===== config.mk =====
export PLATFORM = sky130hd
export DESIGN_NAME = quadruped_gait_phase_sequencer_unit_flat
export DESIGN_NICKNAME = d
export VERILOG_FILES = /design/src/rtl/qgps_pkg.sv /design/src/rtl/qgps_if.sv /design/src/rtl/qgps_cfg.sv /design/src/rtl/qgps_tick.sv /design/src/rtl/qgps_legs.sv /design/src/rtl/quadruped_gait_phase_sequencer_unit.sv /design/src/flat_wrapper.sv
export VERILOG_INCLUDE_DIRS = /design/src /design/src/rtl
export SDC_FILE = /design/constraint.sdc
export NUM_CORES = 1
export LEC_CHECK = 0
export BUFFER_PORTS_ARGS = -buffer_cell sky130_fd_sc_hd__buf_2
export CAP_MARGIN = 30
export CORE_AREA = 10 10 183 185
export DETAILED_ROUTE_END_ITERATION = 8
export DIE_AREA = 0 0 193 195
export GPL_ROUTABILITY_DRIVEN = 0
export HOLD_SLACK_MARGIN = 0.1
export PLACE_DENSITY = 0.85
export SLEW_MARGIN = 40
export SYNTH_ARGS = -nofsm -noshare
export SYNTH_HDL_FRONTEND = slang
export SYNTH_SLANG_ARGS = --single-unit

===== constraint.sdc =====
create_clock -name clk -period 12.8 [get_ports clk]
set_input_delay 0 -clock clk [delete_from_list [all_inputs] [get_ports clk]]
set_output_delay 0 -clock clk [all_outputs]
set_load 0.005 [all_outputs]

===== src/rtl/quadruped_gait_phase_sequencer_unit_defines.svh =====
// Assertion macros for the gait phase sequencer; clocked on clk, held off in reset.
`ifndef QUADRUPED_GAIT_PHASE_SEQUENCER_UNIT_DEFINES_SVH
`define QUADRUPED_GAIT_PHASE_SEQUENCER_UNIT_DEFINES_SVH

// same-cycle implication
`define QGPS_ASSERT_NOW(label, pre, post) \
  label: assert property (@(posedge clk) disable iff (!rst_n) (pre) |-> (post)) \
    else $error("gait sequencer check failed");

// next-cycle implication
`define QGPS_ASSERT_NEXT(label, pre, post) \
  label: assert property (@(posedge clk) disable iff (!rst_n) (pre) |=> (post)) \
    else $error("gait sequencer check failed");

`endif


===== src/rtl/qgps_pkg.sv =====
// Shared constants, types and tables of the gait phase sequencer.
package qgps_pkg;

  localparam int unsigned CYCLE_PERIOD_MS = 800;

  localparam int unsigned DT_W    = 12;
  localparam int unsigned WHEEL_W = 8;
  localparam int unsigned CMD_W   = 16;
  localparam int unsigned MODE_W  = 3;
  localparam int unsigned CNT_W   = 32;
  localparam int unsigned LEG_W   = 2;
  localparam int unsigned PHASE_W = 2;
  localparam int unsigned PAT_W   = 2;
  localparam int unsigned JNT_W   = 2;
  localparam int unsigned ADDR_W  = 4;
  localparam int unsigned DATA_W  = 32;

  localparam int unsigned LEG_TOTAL = 4;
  localparam logic [LEG_W-1:0] LEG_LAST = LEG_W'(LEG_TOTAL - 1);

  // floor(dt*256/period) as a multiply by a rounded-up reciprocal; the shift is
  // large enough that the error stays below 1/period for every 20-bit dividend
  localparam int unsigned SCALED_W  = DT_W + WHEEL_W;
  localparam int unsigned DIV_SHIFT = 36;
  localparam longint unsigned DIV_RECIP =
    ((64'd1 << DIV_SHIFT) + CYCLE_PERIOD_MS - 1) / CYCLE_PERIOD_MS;
  localparam int unsigned RECIP_W = $clog2(DIV_RECIP + 1);
  localparam int unsigned PROD_W  = SCALED_W + RECIP_W;
  localparam longint unsigned INC_MAX =
    (((64'd1 << DT_W) - 1) << WHEEL_W) / CYCLE_PERIOD_MS;
  localparam int unsigned INC_W = (INC_MAX < 2) ? 1 : $clog2(INC_MAX + 1);
  localparam int unsigned CMP_W = (INC_W > WHEEL_W) ? INC_W : WHEEL_W;

  // register indexes (byte address = 4 * index)
  localparam logic [1:0] REG_GAIT_PATTERN = 2'd0;
  localparam logic [1:0] REG_LIMIT_HIGH   = 2'd1;
  localparam logic [1:0] REG_LIMIT_LOW    = 2'd2;

  localparam logic [PAT_W-1:0] PAT_STAND  = 2'd0;
  localparam logic [PAT_W-1:0] PAT_TROT   = 2'd1;
  localparam logic [PAT_W-1:0] PAT_BOUND  = 2'd2;
  localparam logic [PAT_W-1:0] PAT_GALLOP = 2'd3;

  localparam logic [JNT_W-1:0] JNT_HIP_YAW   = 2'd0;
  localparam logic [JNT_W-1:0] JNT_HIP_PITCH = 2'd1;
  localparam logic [JNT_W-1:0] JNT_KNEE      = 2'd2;

  localparam logic [MODE_W-1:0] MODE_BOOT     = 3'd0;
  localparam logic [MODE_W-1:0] MODE_CALIB    = 3'd1;
  localparam logic [MODE_W-1:0] MODE_STAND    = 3'd2;
  localparam logic [MODE_W-1:0] MODE_LOCOMOTE = 3'd3;

  localparam logic signed [CMD_W-1:0] LIMIT_HIGH_RST = 16'sh7FFF;
  localparam logic signed [CMD_W-1:0] LIMIT_LOW_RST  = 16'sh8000;

  // fault and shutdown are never entered from here
  typedef enum logic [3:0] {
    ST_BOOT  = 4'b0001,
    ST_CALIB = 4'b0010,
    ST_STAND = 4'b0100,
    ST_LOCO  = 4'b1000
  } mode_state_t;

  typedef struct packed {
    logic [PAT_W-1:0]        gait_pattern;
    logic signed [CMD_W-1:0] limit_high;
    logic signed [CMD_W-1:0] limit_low;
  } cfg_t;

  typedef struct packed {
    logic [WHEEL_W-1:0] wheel;
    logic [MODE_W-1:0]  mode;
    logic [CNT_W-1:0]   cycles;
  } tick_t;

  function automatic logic [MODE_W-1:0] mode_code(input mode_state_t st);
    logic [MODE_W-1:0] code;
    case (st)
      ST_BOOT:  code = MODE_BOOT;
      ST_CALIB: code = MODE_CALIB;
      ST_STAND: code = MODE_STAND;
      ST_LOCO:  code = MODE_LOCOMOTE;
      default:  code = MODE_BOOT;
    endcase
    return code;
  endfunction

  function automatic logic [WHEEL_W-1:0] leg_offset(input logic [PAT_W-1:0] pat,
                                                     input logic [LEG_W-1:0] leg);
    logic [WHEEL_W-1:0] off;
    off = '0;
    case (pat)
      PAT_TROT:   off = (leg == 2'd1 || leg == 2'd2) ? 8'd128 : 8'd0;
      PAT_BOUND:  off = (leg == 2'd2 || leg == 2'd3) ? 8'd128 : 8'd0;
      PAT_GALLOP: begin
        case (leg)
          2'd1:    off = 8'd64;
          2'd2:    off = 8'd192;
          2'd3:    off = 8'd128;
          default: off = 8'd0;
        endcase
      end
      default:    off = 8'd0;
    endcase
    return off;
  endfunction

  // neutral-relative command of one joint in one phase, before mirror and clamp
  function automatic logic signed [CMD_W-1:0] joint_base(input logic [PHASE_W-1:0] ph,
                                                         input logic [JNT_W-1:0] jnt);
    logic signed [CMD_W-1:0] v;
    v = '0;
    case (jnt)
      JNT_HIP_PITCH: begin
        case (ph)
          2'd0:    v = -16'sd2000;
          2'd1:    v = 16'sd2500;
          2'd2:    v = -16'sd3500;
          default: v = 16'sd1000;
        endcase
      end
      JNT_KNEE: begin
        case (ph)
          2'd0:    v = -16'sd3000;
          2'd1:    v = 16'sd4000;
          2'd2:    v = -16'sd1500;
          default: v = -16'sd1000;
        endcase
      end
      default: v = '0;
    endcase
    return v;
  endfunction

endpackage


===== src/rtl/qgps_if.sv =====
// Tick input and leg result channel interfaces.
interface qgps_in_if;
  import qgps_pkg::*;
  logic            valid;
  logic            ready;
  logic [DT_W-1:0] dt_ms;
  modport source (output valid, output dt_ms, input ready);
  modport sink   (input valid, input dt_ms, output ready);
endinterface

interface qgps_out_if;
  import qgps_pkg::*;
  logic                    valid;
  logic                    ready;
  logic [LEG_W-1:0]        leg_number;
  logic [PHASE_W-1:0]      leg_phase;
  logic signed [CMD_W-1:0] hip_yaw_cmd;
  logic signed [CMD_W-1:0] hip_pitch_cmd;
  logic signed [CMD_W-1:0] knee_cmd;
  logic [MODE_W-1:0]       mode_now;
  logic [CNT_W-1:0]        cycles_done;
  logic                    last_leg;
  modport source (output valid, output leg_number, output leg_phase, output hip_yaw_cmd,
                  output hip_pitch_cmd, output knee_cmd, output mode_now,
                  output cycles_done, output last_leg, input ready);
  modport sink   (input valid, input leg_number, input leg_phase, input hip_yaw_cmd,
                  input hip_pitch_cmd, input knee_cmd, input mode_now,
                  input cycles_done, input last_leg, output ready);
endinterface


===== src/rtl/qgps_cfg.sv =====
// APB register bank: gait pattern and servo clamp limits.
module qgps_cfg (
  input  logic                        clk,
  input  logic                        rst_n,
  input  logic                        psel,
  input  logic                        penable,
  input  logic                        pwrite,
  input  logic [qgps_pkg::ADDR_W-1:0] paddr,
  input  logic [qgps_pkg::DATA_W-1:0] pwdata,
  output logic [qgps_pkg::DATA_W-1:0] prdata,
  output logic                        pready,
  output qgps_pkg::cfg_t              cfg
);
  import qgps_pkg::*;

  logic [PAT_W-1:0]        gait_pattern_r;
  logic signed [CMD_W-1:0] limit_high_r;
  logic signed [CMD_W-1:0] limit_low_r;
  logic                    wr_en;
  logic [1:0]              reg_idx;

  assign pready  = 1'b1;
  assign wr_en   = psel && penable && pwrite && pready;
  assign reg_idx = paddr[3:2];

  always_ff @(posedge clk) begin
    if (!rst_n) begin
      gait_pattern_r <= PAT_STAND;
      limit_high_r   <= LIMIT_HIGH_RST;
      limit_low_r    <= LIMIT_LOW_RST;
    end else if (wr_en) begin
      case (reg_idx)
        REG_GAIT_PATTERN: gait_pattern_r <= pwdata[PAT_W-1:0];
        REG_LIMIT_HIGH:   limit_high_r   <= pwdata[CMD_W-1:0];
        REG_LIMIT_LOW:    limit_low_r    <= pwdata[CMD_W-1:0];
        default: ;
      endcase
    end
  end

  always_comb begin
    case (reg_idx)
      REG_GAIT_PATTERN: prdata = DATA_W'(gait_pattern_r);
      REG_LIMIT_HIGH:   prdata = DATA_W'(limit_high_r);
      REG_LIMIT_LOW:    prdata = DATA_W'(limit_low_r);
      default:          prdata = '0;
    endcase
  end

  assign cfg.gait_pattern = gait_pattern_r;
  assign cfg.limit_high   = limit_high_r;
  assign cfg.limit_low    = limit_low_r;

endmodule


===== src/rtl/qgps_tick.sv =====
// Tick stage: input register, gait wheel, cycle counter and mode machine.
module qgps_tick (
  input  logic           clk,
  input  logic           rst_n,
  input  qgps_pkg::cfg_t cfg,
  qgps_in_if.sink        in_ch,
  input  logic           take,
  output logic           tick_valid,
  output qgps_pkg::tick_t tick
);
  import qgps_pkg::*;

  logic               dt_valid_r;
  logic [DT_W-1:0]    dt_r;
  logic [WHEEL_W-1:0] wheel_r, wheel_nxt;
  logic [CNT_W-1:0]   cycles_r, cycles_nxt;
  mode_state_t        mode_r, mode_nxt;
  logic [PROD_W-1:0]  prod;
  logic [INC_W-1:0]   inc;
  logic               moving;
  logic               wrapped;
  logic               fire;

  assign in_ch.ready = !dt_valid_r || take;
  assign fire        = dt_valid_r && take;
  assign tick_valid  = dt_valid_r;

  always_ff @(posedge clk) begin
    if (!rst_n) begin
      dt_valid_r <= 1'b0;
    end else if (in_ch.ready) begin
      dt_valid_r <= in_ch.valid;
    end
  end

  always_ff @(posedge clk) begin
    if (in_ch.valid && in_ch.ready) begin
      dt_r <= in_ch.dt_ms;
    end
  end

  assign prod   = (PROD_W'(dt_r) << WHEEL_W) * PROD_W'(DIV_RECIP);
  assign inc    = prod[DIV_SHIFT +: INC_W];
  assign moving = (cfg.gait_pattern != PAT_STAND);

  always_comb begin
    wheel_nxt = '0;
    wrapped   = 1'b0;
    if (moving) begin
      wheel_nxt = wheel_r + WHEEL_W'(inc);
      // a wrap shows as the new position landing below the step
      wrapped   = (inc != '0) && (CMP_W'(wheel_nxt) < CMP_W'(inc));
    end
    cycles_nxt = cycles_r + CNT_W'(wrapped);
  end

  always_comb begin
    case (mode_r)
      ST_BOOT:  mode_nxt = ST_CALIB;
      ST_CALIB: mode_nxt = ST_STAND;
      ST_STAND: mode_nxt = moving ? ST_LOCO : ST_STAND;
      ST_LOCO:  mode_nxt = moving ? ST_LOCO : ST_STAND;
      default:  mode_nxt = ST_BOOT;
    endcase
  end

  always_ff @(posedge clk) begin
    if (!rst_n) begin
      wheel_r  <= '0;
      cycles_r <= '0;
      mode_r   <= ST_BOOT;
    end else if (fire) begin
      wheel_r  <= wheel_nxt;
      cycles_r <= cycles_nxt;
      mode_r   <= mode_nxt;
    end
  end

  assign tick.wheel  = wheel_nxt;
  assign tick.mode   = mode_code(mode_nxt);
  assign tick.cycles = cycles_nxt;

endmodule


===== src/rtl/qgps_legs.sv =====
// Leg stage: walks the four legs of a tick into the result register.
module qgps_legs (
  input  logic            clk,
  input  logic            rst_n,
  input  qgps_pkg::cfg_t  cfg,
  input  logic            tick_valid,
  input  qgps_pkg::tick_t tick,
  output logic            take,
  qgps_out_if.source      out_ch
);
  import qgps_pkg::*;

  logic                    word_valid_r;
  tick_t                   word_r;
  logic [LEG_W-1:0]        leg_r;
  logic                    out_valid_r;
  logic [LEG_W-1:0]        leg_number_r;
  logic [PHASE_W-1:0]      leg_phase_r;
  logic signed [CMD_W-1:0] hip_yaw_r, hip_pitch_r, knee_r;
  logic [MODE_W-1:0]       mode_r;
  logic [CNT_W-1:0]        cycles_r;
  logic                    last_leg_r;
  logic                    out_load;
  logic                    last;
  logic [WHEEL_W-1:0]      pos;
  logic [PHASE_W-1:0]      phase;
  logic                    right_side;

  function automatic logic signed [CMD_W-1:0] shape(input logic signed [CMD_W-1:0] base,
                                                    input logic mirror,
                                                    input logic signed [CMD_W-1:0] hi,
                                                    input logic signed [CMD_W-1:0] lo);
    logic signed [CMD_W-1:0] v;
    v = mirror ? -base : base;
    // upper clamp first, so a crossed pair leaves the lower limit
    if (v > hi) v = hi;
    if (v < lo) v = lo;
    return v;
  endfunction

  assign out_load   = word_valid_r && (!out_valid_r || out_ch.ready);
  assign last       = (leg_r == LEG_LAST);
  assign take       = !word_valid_r || (out_load && last);
  assign pos        = word_r.wheel + leg_offset(cfg.gait_pattern, leg_r);
  assign phase      = pos[WHEEL_W-1 -: PHASE_W];
  assign right_side = leg_r[0];

  always_ff @(posedge clk) begin
    if (!rst_n) begin
      word_valid_r <= 1'b0;
      leg_r        <= '0;
      out_valid_r  <= 1'b0;
    end else begin
      if (take) begin
        word_valid_r <= tick_valid;
        leg_r        <= '0;
      end else if (out_load) begin
        leg_r <= leg_r + 1'b1;
      end
      if (out_load) begin
        out_valid_r <= 1'b1;
      end else if (out_ch.ready) begin
        out_valid_r <= 1'b0;
      end
    end
  end

  always_ff @(posedge clk) begin
    if (take && tick_valid) begin
      word_r <= tick;
    end
    if (out_load) begin
      leg_number_r <= leg_r;
      leg_phase_r  <= phase;
      hip_yaw_r    <= shape(joint_base(phase, JNT_HIP_YAW), right_side,
                            cfg.limit_high, cfg.limit_low);
      hip_pitch_r  <= shape(joint_base(phase, JNT_HIP_PITCH), right_side,
                            cfg.limit_high, cfg.limit_low);
      knee_r       <= shape(joint_base(phase, JNT_KNEE), right_side,
                            cfg.limit_high, cfg.limit_low);
      mode_r       <= word_r.mode;
      cycles_r     <= word_r.cycles;
      last_leg_r   <= last;
    end
  end

  assign out_ch.valid         = out_valid_r;
  assign out_ch.leg_number    = leg_number_r;
  assign out_ch.leg_phase     = leg_phase_r;
  assign out_ch.hip_yaw_cmd   = hip_yaw_r;
  assign out_ch.hip_pitch_cmd = hip_pitch_r;
  assign out_ch.knee_cmd      = knee_r;
  assign out_ch.mode_now      = mode_r;
  assign out_ch.cycles_done   = cycles_r;
  assign out_ch.last_leg      = last_leg_r;

endmodule


===== src/rtl/quadruped_gait_phase_sequencer_unit.sv =====
// Top level of the quadruped gait phase sequencer.
//
// Each tick word (dt_ms) yields four leg words, front left to rear right, one per
// cycle from the single leg result register while out_ch.ready stays high; the legs
// of a tick already waiting follow without a gap. The first leg word of a tick goes
// through the input register, word_r and the leg result register. A further tick
// is taken into the input register while the legs of the previous one drain, and the
// wheel, cycle counter and mode step when it moves on to the leg stage. Write the
// registers only while no tick is in flight; there is no clearing pass after reset.
`include "quadruped_gait_phase_sequencer_unit_defines.svh"

module quadruped_gait_phase_sequencer_unit (
  input  logic                        clk,
  input  logic                        rst_n,
  qgps_in_if.sink                     in_ch,
  qgps_out_if.source                  out_ch,
  input  logic                        psel,
  input  logic                        penable,
  input  logic                        pwrite,
  input  logic [qgps_pkg::ADDR_W-1:0] paddr,
  input  logic [qgps_pkg::DATA_W-1:0] pwdata,
  output logic [qgps_pkg::DATA_W-1:0] prdata,
  output logic                        pready
);
  import qgps_pkg::*;

  cfg_t  cfg;
  tick_t tick;
  logic  tick_valid;
  logic  tick_take;

  qgps_cfg u_cfg (
    .clk     (clk),
    .rst_n   (rst_n),
    .psel    (psel),
    .penable (penable),
    .pwrite  (pwrite),
    .paddr   (paddr),
    .pwdata  (pwdata),
    .prdata  (prdata),
    .pready  (pready),
    .cfg     (cfg)
  );

  qgps_tick u_tick (
    .clk        (clk),
    .rst_n      (rst_n),
    .cfg        (cfg),
    .in_ch      (in_ch),
    .take       (tick_take),
    .tick_valid (tick_valid),
    .tick       (tick)
  );

  qgps_legs u_legs (
    .clk        (clk),
    .rst_n      (rst_n),
    .cfg        (cfg),
    .tick_valid (tick_valid),
    .tick       (tick),
    .take       (tick_take),
    .out_ch     (out_ch)
  );

  // legs of one tick follow each other without a gap
  `QGPS_ASSERT_NEXT(a_legs_back_to_back, out_ch.valid && out_ch.ready && !out_ch.last_leg, out_ch.valid)
  // the tick marker only ever sits on the rear right leg
  `QGPS_ASSERT_NOW(a_last_is_rear_right, out_ch.valid && out_ch.last_leg, out_ch.leg_number == LEG_LAST)
  // the input side only stalls with a tick already waiting
  `QGPS_ASSERT_NOW(a_stall_has_tick, !in_ch.ready, tick_valid)

endmodule


===== src/flat_wrapper.sv =====
// flat-port wrapper written by rule: the top's interface ports become plain ports
module quadruped_gait_phase_sequencer_unit_flat import qgps_pkg::*;
  (clk, rst_n, psel, penable, pwrite, paddr, pwdata, prdata, pready, in_ch_valid, in_ch_dt_ms, in_ch_ready, out_ch_valid, out_ch_leg_number, out_ch_leg_phase, out_ch_hip_yaw_cmd, out_ch_hip_pitch_cmd, out_ch_knee_cmd, out_ch_mode_now, out_ch_cycles_done, out_ch_last_leg, out_ch_ready);
  qgps_in_if in_ch_i ();
  qgps_out_if out_ch_i ();
  input  logic clk;
  input  logic rst_n;
  input  logic psel;
  input  logic penable;
  input  logic pwrite;
  input  logic [qgps_pkg::ADDR_W-1:0] paddr;
  input  logic [qgps_pkg::DATA_W-1:0] pwdata;
  output logic [qgps_pkg::DATA_W-1:0] prdata;
  output logic pready;
  input wire logic [$bits(in_ch_i.valid)-1:0] in_ch_valid;
  input wire logic [$bits(in_ch_i.dt_ms)-1:0] in_ch_dt_ms;
  output wire logic [$bits(in_ch_i.ready)-1:0] in_ch_ready;
  output wire logic [$bits(out_ch_i.valid)-1:0] out_ch_valid;
  output wire logic [$bits(out_ch_i.leg_number)-1:0] out_ch_leg_number;
  output wire logic [$bits(out_ch_i.leg_phase)-1:0] out_ch_leg_phase;
  output wire logic [$bits(out_ch_i.hip_yaw_cmd)-1:0] out_ch_hip_yaw_cmd;
  output wire logic [$bits(out_ch_i.hip_pitch_cmd)-1:0] out_ch_hip_pitch_cmd;
  output wire logic [$bits(out_ch_i.knee_cmd)-1:0] out_ch_knee_cmd;
  output wire logic [$bits(out_ch_i.mode_now)-1:0] out_ch_mode_now;
  output wire logic [$bits(out_ch_i.cycles_done)-1:0] out_ch_cycles_done;
  output wire logic [$bits(out_ch_i.last_leg)-1:0] out_ch_last_leg;
  input wire logic [$bits(out_ch_i.ready)-1:0] out_ch_ready;
  assign in_ch_i.valid = in_ch_valid;
  assign in_ch_i.dt_ms = in_ch_dt_ms;
  assign in_ch_ready = in_ch_i.ready;
  assign out_ch_valid = out_ch_i.valid;
  assign out_ch_leg_number = out_ch_i.leg_number;
  assign out_ch_leg_phase = out_ch_i.leg_phase;
  assign out_ch_hip_yaw_cmd = out_ch_i.hip_yaw_cmd;
  assign out_ch_hip_pitch_cmd = out_ch_i.hip_pitch_cmd;
  assign out_ch_knee_cmd = out_ch_i.knee_cmd;
  assign out_ch_mode_now = out_ch_i.mode_now;
  assign out_ch_cycles_done = out_ch_i.cycles_done;
  assign out_ch_last_leg = out_ch_i.last_leg;
  assign out_ch_i.ready = out_ch_ready;
  quadruped_gait_phase_sequencer_unit u_core (.clk(clk), .rst_n(rst_n), .in_ch(in_ch_i), .out_ch(out_ch_i), .psel(psel), .penable(penable), .pwrite(pwrite), .paddr(paddr), .pwdata(pwdata), .prdata(prdata), .pready(pready));
endmodule

* Word-level counts from Yosys, hierarchy flattened *
Index checks and enable logic that the tools add are counted.

word-level totals
  word-level logic and storage cells = 109
  register bits = 226

operators by class
  order comparisons = 7
  reduce and logical (&&, ||, !) cells = 25
  multiply operators = 1
  eq/ne operators = 17
  bitwise logic cells = 1
  mux-type cells = 29
  add/subtract/negate cells = 7

operator list
  kind                                                  count
  2-to-1 mux 16 bit                                     15
  one-hot mux 16 bit (3 select lines)                   2
  one-hot mux 32 bit (3 select lines)                   1
  > comparator 16 bit                                   3
  < comparator 16 bit                                   3
  negator 16 bit                                        3
  one-hot mux 8 bit (3 select lines)                    2
  multiplier 12 x 26 -> 38 bit (second input constant)  1
  adder 32 x 1 -> 32 bit                                1
  2-to-1 mux 8 bit                                      3
  adder 8 bit                                           2
  == test 2 bit (second input constant)                 6
  one-hot mux 4 bit (3 select lines)                    1
  < comparator 8 x 11 -> 1 bit                          1
  nonzero test 11 bit                                   1
  == test 2 x 1 -> 1 bit (second input constant)        4
  == test 4 x 2 -> 1 bit (second input constant)        2
  == test 4 x 3 -> 1 bit (second input constant)        2
  == test 4 bit (second input constant)                 2
  logical AND 1 bit                                     7
  one-hot mux 2 bit (3 select lines)                    1
  AND reduction 2 bit                                   3
  logical OR 1 bit                                      5
  == test 4 x 1 -> 1 bit (second input constant)        1
  other kinds (8)                                       15

* Logic depth before layout (Yosys ltp) *
Gate-level depths: netlist of the first run.

  depth in word-level cells = 15
  depth in mapped cells = 43
  depth with buffers taken out = 42

* By module *
Synthesis of the first run repeated with hierarchy kept, for this count alone.

unflattened totals
  cells, all modules = 1584
  area, all modules = 16557.1 µm²

by module, submodules not included
  module     cells an instance  area an instance (µm²)  times used
  qgps_tick  850                7687.4                  1
  qgps_legs  538                7173.1                  1
  qgps_cfg   196                1696.6                  1

* Least setup slack after synthesis of the first run *
OpenSTA, ideal clock, no wires.

  kind = reg-to-reg
  from = register u_core.u_tick.dt_r[3]
  to = register u_core.u_tick.cycles_r[24]
  arrival time = 8909 ps
  cell stages (with the launch flop) = 43
  setup slack = 3815 ps
  required time = 12724 ps
  cell sequence = edfxtp_1 -> fa_1 -> inv_1 -> fa_1 -> inv_1 -> fa_1 -> fa_1 -> inv_1 -> fa_1 -> inv_1 -> ha_1 -> a21oi_1 -> o311ai_0 -> nor2_1 -> nor2_1 -> a211oi_1 -> xnor2_1 -> ha_1 -> [7 not listed] -> o21a_1 -> o21a_1 -> o21a_1 -> o21ai_0 -> nand2_1 -> o22ai_1 -> ha_1 -> ha_1 -> nand3_2 -> nor2_2 -> and3_1 -> and3_2 -> nand4_1 -> nor2_2 -> nand4_1 -> buf_2 -> or3_1 -> a21boi_0

between the ends
  cells in the longest elaborated chain, start to end = 6
  elaborated cells between the ends (all ways) = 7
  those cells by class = add/sub: 2; mul: 1; order compare: 1; mux: 1; reduce/logical: 2

RTL lines
  item                              line             source
  start, declared                   qgps_tick.sv:14  logic [DT_W-1:0] dt_r;
  start signal, assigned            qgps_tick.sv:38  dt_r <= in_ch.dt_ms;
  multiplier 12 x 26 -> 38 bit (*)  qgps_tick.sv:42  assign prod = (PROD_W'(dt_r) << WHEEL_W) * PROD_W'(DIV_RECIP);
  adder 8 bit                       qgps_tick.sv:50  wheel_nxt = wheel_r + WHEEL_W'(inc);
  < comparator 8 x 11 -> 1 bit      qgps_tick.sv:52  wrapped = (inc != '0) && (CMP_W'(wheel_nxt) < CMP_W'(inc));
  logical AND 1 bit (*)             qgps_tick.sv:52
  2-to-1 mux 1 bit (*)              qgps_tick.sv:49  if (moving) begin
  adder 32 x 1 -> 32 bit (*)        qgps_tick.sv:54  cycles_nxt = cycles_r + CNT_W'(wrapped);
  end signal, assigned              qgps_tick.sv:74  cycles_r <= cycles_nxt;
  end, declared                     qgps_tick.sv:16  logic [CNT_W-1:0] cycles_r, cycles_nxt;

Every way passes the cells marked *; elsewhere a longest branch is shown, timed or not.
A chain may end at the register's enable or synchronous reset.

* Worst setup path in the final report of the first run *
  from = register u_core.u_tick.dt_r[3]
  to = register u_core.u_tick.cycles_r[22]

The elaborated chain is that of the path after synthesis.

==> metrics.log, run 1 <==
INFO  metric outcome = completed
INFO  metric timing.critical_path.from = u_core.u_tick.dt_r[3]
INFO  metric dominantRegCellSynth = edfxtp_1
INFO  metric via_count = 12.1k
INFO  metric postSynthAreaPerCell = 10.4 µm²
INFO  metric drv.max_cap_violation_count = 0
INFO  metric route.detailed.drc = 0
INFO  metric clkSinkCount = 218
INFO  metric max_freq = 95.9 MHz
INFO  metric die_x = 193 µm
INFO  metric timing_worst_setup_path_type = reg2reg
INFO  metric drt-pass1-iter-count = 5
INFO  metric worst_setup_path_end_kind = flop
INFO  metric cts_root_buf = clkbuf_16
INFO  metric cts-htree-levels = 1
INFO  metric yosysWarningCount = 0
INFO  metric critical-path-slowest-cell = fa_1
INFO  metric clock_path_buffers = 3
INFO  metric grt_setup_unrepaired = false
INFO  metric floorplan.die.height = 195 µm
INFO  metric io-pin-count = 178
INFO  metric finalSetupViolations = 0
INFO  metric worst_pin_slew = 0.686 ns
INFO  metric final-hold-violation-count = 0
INFO  metric floorplan.rows = 64
INFO  metric synth_seq_cells = 218
INFO  metric initial_utilization = 0.540
INFO  metric clkSlewWorstSetupHoldPaths = 0.06 ns
INFO  metric endpoint = u_core.u_tick.cycles_r[22]
INFO  metric antenna_found_initial = 2
INFO  metric detail_route.wirelength = 40.1 mm
INFO  metric timing.slew.headroom = 0.539
INFO  metric die_area = 0.0376 mm²
INFO  metric synth_cells = 1561
INFO  metric worstHoldPathType = in2reg
INFO  metric grt_start_max_net_pins = 84
INFO  metric cp.arrival = 10.87 ns
INFO  metric area_delta_synth_final = 13.2%
INFO  metric final_period_utilization = 0.815
INFO  metric design.final.nets = 2078
INFO  metric rr_startpoint = u_core.u_tick.dt_r[3]
INFO  metric power_density = 175 mW/mm²
INFO  metric synth_cell_type_count = 78
INFO  metric async_reset_ff_frac = 0
INFO  metric grt_overflow_total = 0
INFO  metric wire_length_of_the_first_global_routing_pass = 63.5 mm
INFO  metric worstRegToRegCells = 41
INFO  metric rr_endpoint = u_core.u_tick.cycles_r[22]
INFO  metric tritoncts = done
INFO  metric mappedNetlistArea = 0.0162 mm²
INFO  metric via_per_inst = 5.64
INFO  metric synth_most_common_cell = ha_1
INFO  metric crit_path_start_kind = flop
INFO  metric top_fanout_value_on_the_critical_path = 11
INFO  metric timing.clock.skew = 0.0173 ns
INFO  metric synth_edf_count = 135
INFO  metric finalWorstPathRequiredPeriod = 10.43 ns
INFO  metric required_time_worst_endpoint = 13.23 ns
INFO  metric core_region_area = 0.0300 mm²
INFO  metric dp.final_hpwl = 30.4 mm
INFO  metric port_buffers = 157
INFO  metric crit_path_max_incr_delay = 0.67 ns
INFO  metric final_antenna_net_count = 0
INFO  metric global_route.usage.total = 0.207
INFO  metric vias_in_the_first_global_route = 12.6k
INFO  metric postCtsResizedCells = 0
INFO  metric sum_neg_setup_slack = 0 ns
INFO  metric synth-seq-area-share = 0.353
INFO  metric count_of_routing_violations_after_the_opening_detailed_route_iteration = 721
INFO  metric ir_drop = 0.000161 V
INFO  metric routed_wire_length_per_instance = 18.7 µm
INFO  metric post_synth_most_frequent_cells = 217 x ha_1, 205 x inv_1, 135 x edfxtp_1
INFO  metric p_leak = 8.29 nW
INFO  metric postSynthNetCount = 1913
INFO  metric ff2ff_setup_slack = 2.37 ns
INFO  metric n_fill_cell = 2306
INFO  metric cts_buffers = 24
INFO  metric hold_depth = 4
INFO  metric synthDominantCellAreaShare = 0.250
INFO  metric ys_top_cells_by_area = edfxtp_1 25%, ha_1 17%, dfxtp_1 10%
INFO  metric layout-drive-gt1-share = 0.166
INFO  metric hold-worst-slack = 0.164 ns
INFO  metric report.final.slew_viol_count = 0
INFO  metric synthDominantAreaCellType = edfxtp_1
INFO  metric clkLatencyLatePin = 0.53 ns
-- kinds of logic after synthesis --
group,after synthesis,synth area share
adders and majority gates,297,0.266
xor gates and xnor gates,73,0.0395
and+or+nand+nor,358,0.111
other,2,0.000463
muxes,73,0.0499
DFF,218,0.353
buffers and inverters,269,0.0683
AOI/OAI and AO/OA,271,0.112
-- what timing repair did --
action / 4_1_cts / 5_1_grt
hold endpoints to repair: 63 / 25
hold buffers: 32 / 1
buffers inserted: 0 / 0
-- metrics by stage --
| stage | instance area, µm² | setup slack, ns | total power, mW | utilization | cells |
|---|---|---|---|---|---|
| floorplan | 16200 | 3.82 | 2.12 | - | 1561 |
| global placement | 17200 | 2.81 | 2.43 | 0.574 | 2061 |
| detailed placement | 17300 | 2.47 | 2.52 | 0.575 | 2062 |
| CTS | 18300 | 2.42 | 3.18 | 0.610 | 2138 |
| global route | 18300 | 1.68 | 3.46 | 0.611 | 2141 |
| finish | 18300 | 2.37 | 3.20 | 0.611 | 2141 |
-- layer usage --
metal  up-vias  routed length, µm  GRT usage
met5         -                  9          0
met1      5760              15600      0.242
met3       118               3050     0.0388
met2       484              19800      0.359
met4         2               1620     0.0906
li1       5720                  -          -
-- flip-flops by register name, summed over array words and instances (netlist names) --
name,cells
u_core.u_cfg.limit_low_r,16
u_core.u_legs.out_ch.hip_pitch_cmd,16
u_core.u_legs.out_ch.leg_number,2
u_core.u_legs.out_ch.leg_phase,2
u_core.u_legs.word_r,36
u_core.u_legs.out_ch.last_leg,1
u_core.u_legs.leg_r,2
u_core.u_tick.wheel_r,8
u_core.u_legs.out_ch.knee_cmd,16
u_core.u_legs.word_valid_r,1
u_core.u_cfg.limit_high_r,16
u_core.u_tick.tick_valid,1
u_core.u_tick.cycles_r,32
u_core.u_tick.mode_r,4
u_core.u_cfg.gait_pattern_r,2
u_core.u_legs.out_ch.cycles_done,32
u_core.u_legs.out_ch.hip_yaw_cmd,16
u_core.u_legs.out_ch.mode_now,2
u_core.u_legs.out_ch.valid,1
u_core.u_tick.dt_r,12
-- worst min path at each step --
stage | startpoint | end | slack [ns]
4_1_cts | penable | u_core.u_cfg.limit_low_r[4] | 0.14
6_report | penable | u_core.u_cfg.limit_low_r[0] | 0.16
5_1_grt | in_ch_dt_ms[4] | u_core.u_tick.dt_r[4] | 0.18
3_5_place_dp | in_ch_dt_ms[10] | u_core.u_tick.dt_r[10] | 0.18
2_1_floorplan | paddr[3] | prdata[0] | 0.08
3_3_place_gp | in_ch_dt_ms[4] | u_core.u_tick.dt_r[4] | 0.18
-- layout by cell type (no fill, tap or decap), types with 4 or more instances in the layout --
cell	instances
ha_1	217
inv_1	203
buf_2	157
edfxtp_1	135
nand2_1	130
dfxtp_1	82
fa_1	80
nor2_1	66
mux2_2	62
a21oi_1	59
o21ai_0	52
xnor2_1	47
a21boi_0	35
dlygate4sd3_1	33
xor2_1	26
and2_1	25
a21o_1	25
clkbuf_16	24
o211ai_1	22
nor2b_1	20
nor3_1	18
or3_1	18
nand4_1	17
nand3_1	15
o21a_1	15
a22o_1	15
mux2i_1	10
buf_4	10
and3_1	8
clkbuf_1	8
nand2b_1	6
a211oi_1	5
and4_1	5
a22oi_1	5
a31oi_1	4
nor3b_1	4
clkinv_2	4
o31ai_1	4
-- power breakdown --
group / switching, mW / total (mW) / internal, mW
combinational: 1.01 / 1.76 / 0.751
sequential: 0.0182 / 0.800 / 0.781
clock: 0.285 / 0.645 / 0.360
-- layout make-up --
cell class              count  area [µm²]  share of cell area
diodes                      1        2.50            0.000136
flip-flops and latches    218        5720               0.312
clock buffers              34         658              0.0359
inverters                 206         774              0.0422
repair buffers            202        1220              0.0666
multi-input cells        1074        9400               0.513
well taps                 396         495              0.0270
clock inverters            10        72.6             0.00396
-- critical path, delay by kind of cell (launching register included) --
| family | cells | cell delay (ns) |
|---|---|---|
| simple gates | 12 | 2.52 |
| xor+xnor | 1 | 0.19 |
| compound gates | 11 | 2.23 |
| fa+ha+maj | 11 | 4.46 |
| flops | 1 | 0.59 |
| buf+inv | 6 | 0.35 |
No activity file was read; power rests on OpenSTA's default activity.
==> inputs of run 2 (changes only) <==
--- a/config.mk
+++ b/config.mk
@@ -13,7 +13,7 @@
 export DIE_AREA = 0 0 193 195
 export GPL_ROUTABILITY_DRIVEN = 0
 export HOLD_SLACK_MARGIN = 0.1
-export PLACE_DENSITY = 0.85
+export PLACE_DENSITY = 0.88
 export SLEW_MARGIN = 40
 export SYNTH_ARGS = -nofsm -noshare
 export SYNTH_HDL_FRONTEND = slang
==> constraint.sdc (replaced) <==
create_clock -name clk -period 9.5 [get_ports clk]
set_input_delay 0 -clock clk [delete_from_list [all_inputs] [get_ports clk]]
set_output_delay 0 -clock clk [all_outputs]
set_load 0.005 [all_outputs]
==> metrics.log, run 2 (same netlist as run 1, synthesis figures left out) <==
INFO  metric outcome = completed
INFO  metric floorplan.rows = 64 (unchanged)
INFO  metric cp.depth = 42 (+2.4%)
INFO  metric via_count = 12.4k (+2.4%)
INFO  metric worst_pin_slew = 0.856 ns (+0.170 ns)
INFO  metric max_freq = 108 MHz (+13%)
INFO  metric ff2ff_setup_slack = 0.24 ns (-2.13 ns)
INFO  metric critPathBufInv = 7 (+1)
INFO  metric final-hold-violation-count = 0 (unchanged)
INFO  metric vias_in_the_first_global_route = 12.8k (+1.5%)
INFO  metric clkSinkCount = 218 (unchanged)
INFO  metric io-pin-count = 178 (unchanged)
INFO  metric pre_cts_ws = -0.0910 ns (-2.56 ns)
INFO  metric layout.cells.most_common = ha_1
INFO  metric largest_register = u_core.u_legs.word_r
INFO  metric via_per_inst = 5.69 (+0.82%)
INFO  metric power_density = 253 mW/mm² (+45%)
INFO  metric leading_cell_types_in_the_layout_fill_and_taps_excluded = 211 x ha_1, 203 x inv_1, 157 x buf_2
INFO  metric finalWorstPathRequiredPeriod = 9.26 ns (-1.17 ns)
INFO  metric final_period_utilization = 0.975 (+0.160)
INFO  metric critical-path-top-delay-family = adder cells
INFO  metric global_route.usage.total = 0.212 (+0.00527)
INFO  metric route.detailed.drc = 0 (unchanged)
INFO  metric p_leak = 8.51 nW (+2.7%)
INFO  metric number_of_flip_flops_under_the_largest_register_name = 36 (unchanged)
INFO  metric detail_route.wirelength = 41.8 mm (+4.2%)
INFO  metric clkLatencyLatePin = 0.54 ns (about the same)
INFO  metric final-instance-count-excl-fill = 2175 (+1.6%)
INFO  metric floorplan.die.height = 195 µm (unchanged)
INFO  metric timing.critical_path.from = u_core.u_tick.dt_r[5]
INFO  metric antenna_found_initial = 0 (-2)
INFO  metric finalWorstSetupSlack = 0.240 ns (-2.13 ns)
INFO  metric dp.final_hpwl = 30.8 mm (+1.1%)
INFO  metric placed_cells_incl_taps = 2080 (+0.87%)
INFO  metric grt_overflow_total = 0 (unchanged)
INFO  metric design.final.nets = 2114 (+1.7%)
INFO  metric worstRegToRegCells = 42 (+2.4%)
INFO  metric finalSetupViolations = 0 (unchanged)
INFO  metric antennaDiodeCount = 0 (-1)
INFO  metric hold_depth = 4 (unchanged)
INFO  metric timing_worst_setup_path_type = reg2reg
INFO  metric cts-htree-levels = 1 (unchanged)
INFO  metric cts_root_buf = clkbuf_16
INFO  metric path_common_cell = inv_1
INFO  metric clkSlewWorstSetupHoldPaths = 0.06 ns (about the same)
INFO  metric worstHoldPathType = in2reg
INFO  metric rr_endpoint = u_core.u_tick.cycles_r[30]
INFO  metric drt-pass1-iter-count = 5 (unchanged)
INFO  metric critical-path-slowest-cell = fa_1
INFO  metric top_fanout_value_on_the_critical_path = 5 (-6)
INFO  metric cp.arrival = 9.72 ns (-1.15 ns)
INFO  metric die_x = 193 µm (unchanged)
INFO  metric report.final.slew_viol_count = 0 (unchanged)
INFO  metric count_of_routing_violations_after_the_opening_detailed_route_iteration = 912 (+26%)
INFO  metric crit_path_start_kind = flop
INFO  metric wire_length_of_the_first_global_routing_pass = 65.2 mm (+2.8%)
INFO  metric hold-worst-slack = 0.144 ns (-0.0194 ns)
INFO  metric port_buffers = 157 (unchanged)
INFO  metric grt_start_max_net_pins = 90 (+7.1%)
INFO  metric required_time_worst_endpoint = 9.96 ns (-3.27 ns)
INFO  metric crit_path_max_incr_delay = 0.62 ns (-0.05 ns)
INFO  metric clock_path_buffers = 3 (unchanged)
INFO  metric hold_path_startpoint = penable
INFO  metric drv.max_cap_violation_count = 0 (unchanged)
INFO  metric rr_startpoint = u_core.u_tick.dt_r[5]
INFO  metric whs_endpoint = u_core.u_cfg.limit_low_r[2]
INFO  metric ir_drop = 0.000248 V (+54%)
INFO  metric timing.slew.headroom = 0.429 (-0.110)
INFO  metric sum_neg_setup_slack = 0 ns (unchanged)
INFO  metric tritoncts = done
INFO  metric routed_wire_length_per_instance = 19.2 µm (+2.6%)
INFO  metric core_region_area = 0.0300 mm² (unchanged)
INFO  metric cts_buffers = 23 (-4.2%)
INFO  metric final_antenna_net_count = 0 (unchanged)
INFO  metric layout-drive-gt1-share = 0.201 (+0.0350)
INFO  metric area_delta_synth_final = 16.2%
INFO  metric initial_utilization = 0.540 (unchanged)
INFO  metric die_area = 0.0376 mm² (unchanged)
INFO  metric timing.clock.skew = 0.0184 ns (+0.00109 ns)
INFO  metric worst_setup_path_end_kind = flop
INFO  metric fin_total_pwr = 4.77 mW (+49%)
run 2: cell count changes in the layout (fill, tap and decap cells not counted), sizes merged, moves of 2 or more:
| cell | previous run | this run |
|---|---|---|
| buf | 169 | 207 |
| clkbuf | 34 | 28 |
| clkinvlp | 1 | 3 |
| dlygate4sd3 | 33 | 31 |
run 2: cell type report:
| type | instances | area [µm²] |
|---|---|---|
| Fill cell | 2191 | 11200 |
| Sequential cell | 218 | 5720 |
| Inverter | 206 | 774 |
| Timing Repair Buffer | 239 | 1490 |
| Clock buffer | 27 | 621 |
| Multi-Input combinational cell | 1074 | 9610 |
| Clock inverter | 15 | 120 |
| Tap cell | 396 | 495 |
run 2: metal layers:
| layer | share of wire | global-route usage | vias up |
|---|---|---|---|
| li1 | - | - | 5793 |
| met1 | 0.38 | 0.243 | 5974 |
| met2 | 0.51 | 0.381 | 500 |
| met3 | 0.075 | 0.0340 | 109 |
| met4 | 0.037 | 0.0869 | 0 |
| met5 | 0 | 0 | - |
run 2: worst min-delay path: cells and delay by family:
family                 cells  cell delay, ns
and+or+nand+nor            2            0.36
AOI/OAI and AO/OA          1            0.16
buffers and inverters      1            0.10
run 2: timing repair:
item	4_1_cts	5_1_grt
resized for setup	3	41
gates cloned	0	1
setup endpoints to repair	8	36
pin swaps	1	18
hold buffers	31	0
hold endpoints to repair	63	0
setup buffers	2	19
run 2: metrics by stage:
step                 util  instance area, µm²
floorplan               -               16200
global placement    0.579               17400
detailed placement  0.579               17400
CTS                 0.616               18500
global route        0.627               18800
finish              0.627               18800
run 2: where the power goes:
group,leakage (nW),internal (mW),switching [mW]
Clock,0.358,0.497,0.385
Sequential,1.98,1.05,0.0202
Combinational,6.18,1.26,1.55
Total,8.51,2.81,1.96
run 2: how the worst max path moves through the flow:
stage	endpoint	slack, ns
floorplan	u_core.u_tick.cycles_r[24]	0.51
global placement	u_core.u_tick.cycles_r[24]	0.23
detailed placement	u_core.u_tick.cycles_r[24]	-0.09
CTS	u_core.u_tick.cycles_r[24]	0.004
global route	u_core.u_tick.cycles_r[31]	-0.18
finish	u_core.u_tick.cycles_r[30]	0.24
